--- src/hdl/cis_pkg.sv ---
`default_nettype none

package cis_pkg;

    // map limits
    localparam int DEF_MAX_WIDTH  = 512;
    localparam int DEF_MAX_HEIGHT = 512;

    // circle samples and table
    localparam int SAMPLES = 126;
    localparam int K_W     = 7;
    localparam int TRIG_W  = 16;

    // field widths
    localparam int PIX_W   = 9;
    localparam int DIST_W  = 10;
    localparam int CEN_W   = 20;
    localparam int RAD_W   = 19;
    localparam int CNT_W   = 7;
    localparam int CFG_W   = 10;
    localparam int CFGI_W  = 2;
    localparam int COORD_W = 19;

    // shared multiplier
    localparam int MUL_W  = 32;
    localparam int PROD_W = 64;

    // rotation step, cos 0.05 and sin 0.05 in q2.30
    localparam logic signed [MUL_W-1:0] STEP_COS = 32'sd1072399926;
    localparam logic signed [MUL_W-1:0] STEP_SIN = 32'sd53664724;
    localparam logic signed [MUL_W-1:0] Q30_ONE  = 32'sd1073741824;

    // distance threshold bands
    localparam logic [RAD_W-1:0]  R_SMALL_MAX = 19'd800;
    localparam logic [RAD_W-1:0]  R_BIG_MIN   = 19'd40000;
    localparam logic [DIST_W-1:0] D_SMALL     = 10'd2;
    localparam logic [DIST_W-1:0] D_BIG       = 10'd100;
    localparam logic [RAD_W-1:0]  DIST_SCALE  = 19'd400;

    // register indexes
    localparam logic [CFGI_W-1:0] CFG_MAP_WIDTH  = 2'd0;
    localparam logic [CFGI_W-1:0] CFG_MAP_HEIGHT = 2'd1;

    // item actions
    localparam logic ACT_WRITE = 1'b0;
    localparam logic ACT_EVAL  = 1'b1;

    typedef struct packed {
        logic signed [TRIG_W-1:0] cos_q;
        logic signed [TRIG_W-1:0] sin_q;
    } trig_word_t;

    // round half up from q?.60 to q2.30
    function automatic logic signed [MUL_W-1:0] round_q30(input logic signed [PROD_W-1:0] v);
        logic signed [PROD_W-1:0] t;
        t = v + 64'sd536870912;
        return t[61:30];
    endfunction

    // q2.30 to q1.15, round half up, saturate
    function automatic logic signed [TRIG_W-1:0] to_q15(input logic signed [MUL_W-1:0] v);
        logic signed [MUL_W:0] t;
        logic signed [17:0]    r;
        t = {v[MUL_W-1], v} + 33'sd16384;
        r = t[32:15];
        if (r > 18'sd32767)
            return 16'sh7fff;
        else if (r < -18'sd32768)
            return 16'sh8000;
        else
            return r[15:0];
    endfunction

    // floor of (radius*trig + centre<<15) / 2^19
    function automatic logic signed [COORD_W-1:0] coord(
        input logic signed [PROD_W-1:0] p,
        input logic signed [CEN_W-1:0]  cen
    );
        logic signed [37:0] sum;
        sum = p[37:0] + {{3{cen[CEN_W-1]}}, cen, 15'd0};
        return sum[37:19];
    endfunction

endpackage

`default_nettype wire

--- src/hdl/cis_mul.sv ---
`default_nettype none

module cis_mul (
    input  wire                               clk,
    input  wire  signed [cis_pkg::MUL_W-1:0]  a,
    input  wire  signed [cis_pkg::MUL_W-1:0]  b,
    output logic signed [cis_pkg::PROD_W-1:0] p_reg
);
    import cis_pkg::*;

    // registered signed product
    always_ff @(posedge clk)
    begin
        p_reg <= a * b;
    end

endmodule

`default_nettype wire

--- config.mk ---
export PLATFORM = sky130hd
export DESIGN_NAME = cis_mul
export DESIGN_NICKNAME = d
export VERILOG_FILES = /design/src/hdl/cis_pkg.sv /design/src/hdl/cis_mul.sv
export SDC_FILE = /design/constraint.sdc
export NUM_CORES = 2
export LEC_CHECK = 0
export BUFFER_PORTS_ARGS = -buffer_cell sky130_fd_sc_hd__buf_2
export CAP_MARGIN = 20
export CORE_ASPECT_RATIO = 0.6
export CORE_UTILIZATION = 67
export DETAILED_ROUTE_END_ITERATION = 8
export GPL_TIMING_DRIVEN = 0
export PLACE_DENSITY = 0.86
export SLEW_MARGIN = 20
export SYNTH_ARGS = -nofsm -noshare
export SYNTH_HDL_FRONTEND = slang
export SYNTH_SLANG_ARGS = --single-unit
--- constraint.sdc ---
create_clock -name clk -period 12.2 [get_ports clk]
set_input_delay 2.44 -clock clk [delete_from_list [all_inputs] [get_ports clk]]
set_output_delay 2.44 -clock clk [all_outputs]
set_load 0.01 [all_outputs]
==> flow_metrics.env <==
export IMPL_max_slew_margin_pct=12.76
export IMPL_mostFrequentLayoutCell="fa_1"
export IMPL_gp_congestion=1.136
export IMPL_clock_sinks=64
export IMPL_setup_viol=0
export IMPL_worstPathArrival_ns=12.38
export IMPL_fin_crit_ns=12.02
export IMPL_yosys_area_top_type_share_pct=58.16
export IMPL_syn_avg_cell_area_um2=9.589
export IMPL_die_w_um=306.4
export IMPL_hpwl_mm=123.5
export IMPL_die_h_um=184.6
export IMPL_area_growth_pct=5.443
export IMPL_grt_first_pass_wirelength_mm=210.8
export IMPL_synthesis_area_mm2=0.03724
export IMPL_met2_usage_pct=67.46
export IMPL_grt_max_degree=21
export IMPL_synth_edf_count=0
export IMPL_grt_use_met3_pct=39.47
export IMPL_htree_levels=3
export IMPL_cts_tree="yes"
export IMPL_nNetsFinal=5357
export IMPL_vias=30089
export IMPL_grt_met1_usage_pct=71.05
export IMPL_die_area_mm2=0.05656
export IMPL_ys_ff_latch=64
export IMPL_drt_total_wl_mm=145.3
export IMPL_worst_pin_slew_ns=1.309
export IMPL_synth_cell_types=63
export IMPL_layout_common_cells="1080 x fa_1, 952 x inv_1, 516 x and2_1"
export IMPL_cts_root_buf="clkbuf_16"
export IMPL_maxCapViolations=0
export IMPL_hold_class="input pin to flip-flop"
export IMPL_yosysSeqAreaShare_pct=3.440
export IMPL_grt_setup_unrepaired="false"
export IMPL_drtPass1Iterations=8
export IMPL_start_util_pct=68.33
export IMPL_hold_slack_ns=2.546
export IMPL_cp_max_fo=10
export IMPL_top_usage_layer="met1"
export IMPL_io_buffers=128
export IMPL_ys_async_sr_fraction_pct=0
export IMPL_grt_overflow=0
export IMPL_status="finished, final reports clean"
export IMPL_postCtsHoldBufs=0
export IMPL_grt_usage_pct=54.25
export IMPL_numCtsBuffers=9
export IMPL_syn_inst=3884
export IMPL_synth_area_top_cells="fa_1 58%, inv_1 9.6%, and2_1 8.7%"
export IMPL_path_clk_slew_ns=0.07
export IMPL_dr_first_iter_drc_count=4144
export IMPL_grt_pass1_vias=31337
export IMPL_num_rows=66
export IMPL_top_level_ports=129
export IMPL_period_share_pct=98.52
export IMPL_netlist_top_cell_by_area="fa_1"
export IMPL_cts_buffer_depth=2
export IMPL_slew_viol_final=0
export IMPL_ant_nets=0
export IMPL_viasPerCell=6.288
export IMPL_ys_warn_count=0
export IMPL_criticalPathCategory="input pin to flip-flop"
export IMPL_worstPathRequired_ns=12.56
export IMPL_drc=0
export IMPL_routedWlPerCell_um=30.36
export IMPL_drive_gt1_share_pct=4.490
export IMPL_crit_path_start_kind="input pin"
export IMPL_cp_end_kind="flip-flop"
export IMPL_ys_flop_type="dfxtp_1"
export IMPL_clock_fmax_mhz=83.20
export IMPL_antenna_found_initial=20
export IMPL_final_hold_violation_count=0
export IMPL_largest_reg_flops=64
export IMPL_core_area_mm2=0.05450
export IMPL_synth_nets=5215
-- cell type report --
| class | instances | area, µm² |
|---|---|---|
| plain buffers | 199 | 755.7 |
| well taps | 714 | 893.4 |
| clock inverters | 6 | 92.59 |
| clock buffers | 10 | 229.0 |
| flip-flops and latches | 64 | 1281 |
| multi-input cells | 2668 | 31660 |
| repair buffers | 132 | 683.2 |
| diodes | 40 | 100.1 |
| inverters | 952 | 3573 |
| fillers | 3912 | 15230 |
-- worst paths after layout --
| kind | start | to | slack (ns) | cells past startpoint |
|---|---|---|---|---|
| setup / recovery | b[6] | p_reg[63]$_DFF_P_ | 0.18 | 27 |
| hold / removal | b[0] | p_reg[0]$_DFF_P_ | 2.55 | 2 |
-- logic make-up (layout without fill, tap and decap cells) --
group           Yosys count  in the layout  share of synthesized area (%)
other cells               0             40                              0
xor+xnor                 75             75                          1.764
fa+ha+maj              1266           1266                          64.34
buf+inv                1152           1299                          11.62
flops                    64             64                          3.440
compound gates          193            193                          3.464
simple gates           1134           1134                          15.37
-- layer usage --
metal | vias up | share of wire (%)
li1 | 11385 | -
met1 | 15066 | 36
met2 | 3017 | 37
met3 | 587 | 22
met4 | 34 | 4.7
met5 | - | 0.87
-- cells in the mapped netlist, types with 2 or more instances --
cell type  number
and4_1          3
and2_1        516
nor3_1          6
buf_2           3
o21a_1          4
nor2_1         42
or3_1           4
nand4_1         7
o21ai_0        28
fa_1         1082
nand3_1        15
and3_1          7
dfxtp_1        64
o21ai_2         2
a21oi_1        68
a21o_1         23
o21bai_1       15
xnor2_1        53
a21boi_0        3
o31ai_1         6
a31oi_1        12
ha_1          184
xor2_1         22
nor2b_1         3
inv_1         952
a211oi_2        3
a211oi_1        4
buf_1           2
o22a_1          2
clkbuf_1      195
o211ai_1        3
nand2_1       511
nand2b_1        9
a21o_2          2
-- stage by stage --
stage | worst slack [ns] | instances | instance area [µm²] | setup TNS [ns] | util [%]
floorplan | 2.499 | 3884 | 37240 | 0 | -
global placement | -0.3123 | 4726 | 38780 | -0.4731 | 71.15
detailed placement | -0.2309 | 4728 | 38810 | -0.3339 | 71.22
CTS | 0.1546 | 4744 | 39140 | 0 | 71.81
global route | 0.01445 | 4749 | 39180 | 0 | 71.88
finish | 0.1809 | 4785 | 39270 | 0 | 72.05
-- repair_timing --
action / in CTS / in global routing
buffers inserted: 0 / 2
setup endpoints to repair: 0 / 7
gates resized for setup: 0 / 5
-- critical path, cell delays in order --
cell and delay, ns:
buf_2 0.14, clkbuf_1 0.80, nand2_1 0.25, inv_1 0.13, fa_1 0.44, inv_1 0.25, fa_1 0.46, inv_1 0.24
fa_1 0.51, fa_2 0.89, inv_1 0.47, fa_1 0.62, inv_1 0.06, fa_1 0.54, inv_1 0.06, fa_1 0.50
inv_1 0.07, fa_1 0.51, ha_1 0.39, a21o_1 0.20, a21o_1 0.17, a21oi_1 0.47, nand3b_1 0.45, a311oi_4 0.68
o31ai_1 0.24, a21oi_1 0.22, xnor2_1 0.13
Power is not shown: default switching activity piles up to over one toggle a cycle in this logic, so the estimate is an artifact.
