**config.mk**
```make
export PLATFORM = sky130hd
export DESIGN_NAME = cis_trig_mem
export DESIGN_NICKNAME = d
export VERILOG_FILES = /design/src/hdl/cis_pkg.sv /design/src/hdl/cis_trig_mem.sv
export SDC_FILE = /design/constraint.sdc
export NUM_CORES = 2
export LEC_CHECK = 0
export BUFFER_PORTS_ARGS = -buffer_cell sky130_fd_sc_hd__buf_4
export CAP_MARGIN = 20
export CELL_PAD_IN_SITES_DETAIL_PLACEMENT = 0
export CELL_PAD_IN_SITES_GLOBAL_PLACEMENT = 1
export CORE_ASPECT_RATIO = 1.4
export CORE_MARGIN = 5
export CORE_UTILIZATION = 60
export CTS_CLUSTER_SIZE = 25
export DETAILED_ROUTE_END_ITERATION = 16
export PLACE_DENSITY_LB_ADDON = 0.1
export REMOVE_ABC_BUFFERS = 1
export SLEW_MARGIN = 0
export SYNTH_ARGS = -nofsm -noshare
export SYNTH_HDL_FRONTEND = slang
export SYNTH_SLANG_ARGS = --single-unit
export TNS_END_PERCENT = 30
```
**constraint.sdc**
```tcl
create_clock -name clk -period 6.8 [get_ports clk]
set_input_delay 0.68 -clock clk [delete_from_list [all_inputs] [get_ports clk]]
set_output_delay 0.68 -clock clk [all_outputs]
set_load 0.1 [all_outputs]
```
**src/hdl/cis_pkg.sv**
```systemverilog
`default_nettype none

package cis_pkg;

    // map limits
    localparam int DEF_MAX_WIDTH  = 512;
    localparam int DEF_MAX_HEIGHT = 512;

    // circle samples and table
    localparam int SAMPLES = 126;
    localparam int K_W     = 7;
    localparam int TRIG_W  = 16;

    // field widths
    localparam int PIX_W   = 9;
    localparam int DIST_W  = 10;
    localparam int CEN_W   = 20;
    localparam int RAD_W   = 19;
    localparam int CNT_W   = 7;
    localparam int CFG_W   = 10;
    localparam int CFGI_W  = 2;
    localparam int COORD_W = 19;

    // shared multiplier
    localparam int MUL_W  = 32;
    localparam int PROD_W = 64;

    // rotation step, cos 0.05 and sin 0.05 in q2.30
    localparam logic signed [MUL_W-1:0] STEP_COS = 32'sd1072399926;
    localparam logic signed [MUL_W-1:0] STEP_SIN = 32'sd53664724;
    localparam logic signed [MUL_W-1:0] Q30_ONE  = 32'sd1073741824;

    // distance threshold bands
    localparam logic [RAD_W-1:0]  R_SMALL_MAX = 19'd800;
    localparam logic [RAD_W-1:0]  R_BIG_MIN   = 19'd40000;
    localparam logic [DIST_W-1:0] D_SMALL     = 10'd2;
    localparam logic [DIST_W-1:0] D_BIG       = 10'd100;
    localparam logic [RAD_W-1:0]  DIST_SCALE  = 19'd400;

    // register indexes
    localparam logic [CFGI_W-1:0] CFG_MAP_WIDTH  = 2'd0;
    localparam logic [CFGI_W-1:0] CFG_MAP_HEIGHT = 2'd1;

    // item actions
    localparam logic ACT_WRITE = 1'b0;
    localparam logic ACT_EVAL  = 1'b1;

    typedef struct packed {
        logic signed [TRIG_W-1:0] cos_q;
        logic signed [TRIG_W-1:0] sin_q;
    } trig_word_t;

    // round half up from q?.60 to q2.30
    function automatic logic signed [MUL_W-1:0] round_q30(input logic signed [PROD_W-1:0] v);
        logic signed [PROD_W-1:0] t;
        t = v + 64'sd536870912;
        return t[61:30];
    endfunction

    // q2.30 to q1.15, round half up, saturate
    function automatic logic signed [TRIG_W-1:0] to_q15(input logic signed [MUL_W-1:0] v);
        logic signed [MUL_W:0] t;
        logic signed [17:0]    r;
        t = {v[MUL_W-1], v} + 33'sd16384;
        r = t[32:15];
        if (r > 18'sd32767)
            return 16'sh7fff;
        else if (r < -18'sd32768)
            return 16'sh8000;
        else
            return r[15:0];
    endfunction

    // floor of (radius*trig + centre<<15) / 2^19
    function automatic logic signed [COORD_W-1:0] coord(
        input logic signed [PROD_W-1:0] p,
        input logic signed [CEN_W-1:0]  cen
    );
        logic signed [37:0] sum;
        sum = p[37:0] + {{3{cen[CEN_W-1]}}, cen, 15'd0};
        return sum[37:19];
    endfunction

endpackage

`default_nettype wire

```
**src/hdl/cis_trig_mem.sv**
```systemverilog
`default_nettype none

module cis_trig_mem (
    input  wire                       clk,
    input  wire                       we,
    input  wire  [cis_pkg::K_W-1:0]   waddr,
    input  wire  cis_pkg::trig_word_t wdata,
    input  wire                       re,
    input  wire  [cis_pkg::K_W-1:0]   raddr,
    output cis_pkg::trig_word_t       rdata_reg
);
    import cis_pkg::*;

    trig_word_t mem [SAMPLES];

    always_ff @(posedge clk)
    begin
        if (we)
        begin
            mem[waddr] <= wdata;
        end
    end

    always_ff @(posedge clk)
    begin
        if (re)
        begin
            rdata_reg <= mem[raddr];
        end
    end

endmodule

`default_nettype wire

```
==> results.yml <==
place:
  routabilityCongestion: 0.834
  io_buffers: 80
  dpl.hpwl_um: 249000
  placed_area_mm2: 0.161
  dp_cells: 10400
global_route:
  grt_pass1_wl_um: 600000
  antenna_found_initial: 37
  grt_use_total_pct: 32.3
  grt_pass1_vias: 76900
  grt_max_degree: 113
  overflow: 0
setup_path:
  crit_required_ns: 7.42
  cpPeakStageDelay_ns: 0.92
  r2r_cells: 5
  crit_family: "buffers and inverters"
  path_buf_inv: 4
  slowest_stage: "nor4_1"
  crit_top_cell: "buf_4"
  crit_end: "rdata_reg[7]"
  crit_chain: "buf_8 -> buf_12 -> buf_4 -> mux4_2 -> a221oi_1 -> o31ai_1 -> nor4_1 -> buf_4 -> a211oi_1"
  crit_start: "raddr[2]"
  reg2reg_to: "rdata_reg[17]"
  cp_num_cells: 9
  critPathKind: "primary input to register"
  rr_startpoint: "mem[118][17]"
  critical_path.max_fanout: 89
  cp-start-kind: "primary input"
  arrival_ns: 4.49
  r2r_slack_ns: 3.82
  endpoint_kind: "register"
clocking:
  postCtsSetupRepairBufs: 0
  clockBufferDepth: 4
  cts.reportedPaths.clkPinSlew_ns: 0.06
  cts_buffers: 372
  postCtsHoldBufs: 0
  clk_latency_ns: 0.94
  root_buffer: "clkbuf_16"
  cts_sinks: 4064
  h-tree-depth: 5
  cts_resized: 0
  cts_tree: "done"
power_and_ir_drop:
  p_switching_mw: 10.9
  power_density_mw_per_mm2: 296
  p_total_mw: 51.4
  power_leakage_nw: 53.9
  comb_power_share_pct: 5.1
  switching_share_pct: 21.2
  pwr-share-seq_pct: 54.0
  pwr-share-clk_pct: 40.9
  p_int_mw: 40.5
  irDropWorstVdd_mv: 0.261
sta:
  timing.final.max_slew_violations: 0
  period_minus_slack_ns: 3.88
  tightest_slew_ns: 1.32
  period_share_pct: 57.0
  setup_viol: 0
  fmax_mhz: 258
  rsz0062_at_grt: "false"
  relSlewSlack_pct: 12.0
  skew_ns: 0.0497
  finalHoldViolations: 0
finish:
  finalInstanceArea_mm2: 0.173
  fin_util_pct: 67.6
  drive_above_1_share_pct: 26.2
  layout.nets: 7373
  area_growth_pct: 12.2
  final_common_cell: "edfxtp_1"
  largest_reg_flops: 4032
  ff_latch_area_mm2: 0.122
  layout_common_cells: "edfxtp_1, mux4_2, clkbuf_16, a22oi_1, buf_4"
  fill_cells: 16200
  layout.cells.non_filler: 11100
  multi_input_area_mm2: 0.0316
routing:
  vias: 76900
  drtIter0Drc: 9998
  first_pass_iters: 5
  top_layer_used: "met5"
  wl_per_cell_um: 38.7
  viasPerCell: 6.93
  wl_met3_um: 38100
  met1Wirelength_um: 152000
  final_antenna_net_count: 0
  drt-total-wl_um: 430000
  wl_met2_um: 216000
  drc: 0
outcome:
  status: "finished clean"
floorplanning:
  io-pin-count: 81
  die_w_um: 439
  dieArea_mm2: 0.268
  die_h_um: 611
  start_util_pct: 60.3
  placeableCoreArea_mm2: 0.257
  num_rows: 220
logic_synthesis:
  synth_flop_cell: "edfxtp_1"
  syn_area_mm2: 0.155
  synth_enable_flop_cells: 4064
  synthCells: 6973
  synthSimpleGateAreaFrac_pct: 1.58
  synth_compound_area_share_pct: 3.63
  yosys-mux-area-fraction_pct: 14.5
  syn_area_per_cell_um2: 22.2
  synthArstFlopShare_pct: 0
  ys_seq_elements: 4064
  yosys_warnings: 0
  yosys.area_share.adder_pct: 0
  synth_top_family_by_area: "multiplexers"
  ys_seq_area_share_pct: 78.9
  synth_cell_types: 51
  synth_xor_area_share_pct: 0
worst_hold_path:
  hold_path.class: "primary input to register"
  worstHoldPathCells: 1
flow_run:
  maxCapViolations: 0
## routing by layer
layer / up-vias / global-route usage [%]
met1: 41500 / 43.0
li1: 30400 / -
met4: 14 / 14.8
met2: 4160 / 53.2
met3: 770 / 5.28
met5: - / 0
## cells by family after synthesis
logic type      Yosys count
compound gates          791
buf+inv                 413
flops                  4064
mux                    1218
simple gates            487
## area by class of cell
cell class / count / area share [%]
Clock buffer: 454 / 5.68
Timing Repair Buffer: 388 / 1.91
Sequential cell: 4064 / 70.4
Inverter: 2 / 0.00433
Multi-Input combinational cell: 2496 / 18.2
Tap cell: 3441 / 2.48
Antenna cell: 35 / 0.0505
Clock inverter: 221 / 1.30
## worst min path at each step
stage	from	endpoint	slack (ns)
after detailed placement	mem[120][21]	rdata_reg[21]	0.93
after global placement	mem[120][21]	rdata_reg[21]	0.91
after floorplan	wdata[0]	mem[0][0]	0.78
after global routing	wdata[25]	mem[51][25]	0.25
after CTS	wdata[25]	mem[50][25]	0.20
final	wdata[25]	mem[50][25]	0.26
## power by group through the flow
stage	combinational (mW)	clock, mW	sequential, mW
floorplan	0.945	0	28.4
global placement	2.59	0	28.3
detailed placement	2.63	0	28.3
CTS	2.64	21.2	27.7
global route	2.73	22.3	27.7
finish	2.63	21.0	27.7
## stage by stage
step                      worst slack [ns]  hold slack, ns  setup TNS [ns]
final                                 2.92           0.256               0
after CTS                             2.93           0.201               0
after floorplan                     -0.155           0.779           -3.07
after detailed placement              1.97           0.928               0
after global placement                1.42           0.906               0
after global routing                  2.81           0.248               0
## synthesized netlist by cell type (3+ instances only)
master	instances	area share [%]
o21ai_0	55	0.18
nor4_1	10	0.040
o22ai_1	45	0.18
buf_1	35	0.085
buf_6	31	0.23
and2_1	5	0.020
nand2_1	83	0.20
mux2i_1	285	1.8
or2_2	4	0.016
mux2_2	128	0.93
o311a_1	4	0.026
buf_2	113	0.37
nand3_1	77	0.25
nor2_1	147	0.36
a41o_1	4	0.026
and3_1	3	0.012
or4_1	22	0.11
nand4_1	10	0.040
mux4_2	805	12
nand2b_1	10	0.040
nor3b_1	3	0.015
edfxtp_1	4064	79
o2bb2ai_1	4	0.023
a22o_1	4	0.023
buf_4	38	0.18
nor2b_1	61	0.25
a221oi_1	71	0.40
clkbuf_1	194	0.47
nand3b_1	3	0.015
and4_1	20	0.11
a21oi_1	108	0.35
o211ai_1	17	0.083
nor3_1	21	0.068
a31oi_1	9	0.036
a22oi_1	361	1.8
a211oi_1	52	0.25
o31ai_1	47	0.23
Power figures use the tool's default switching activity.
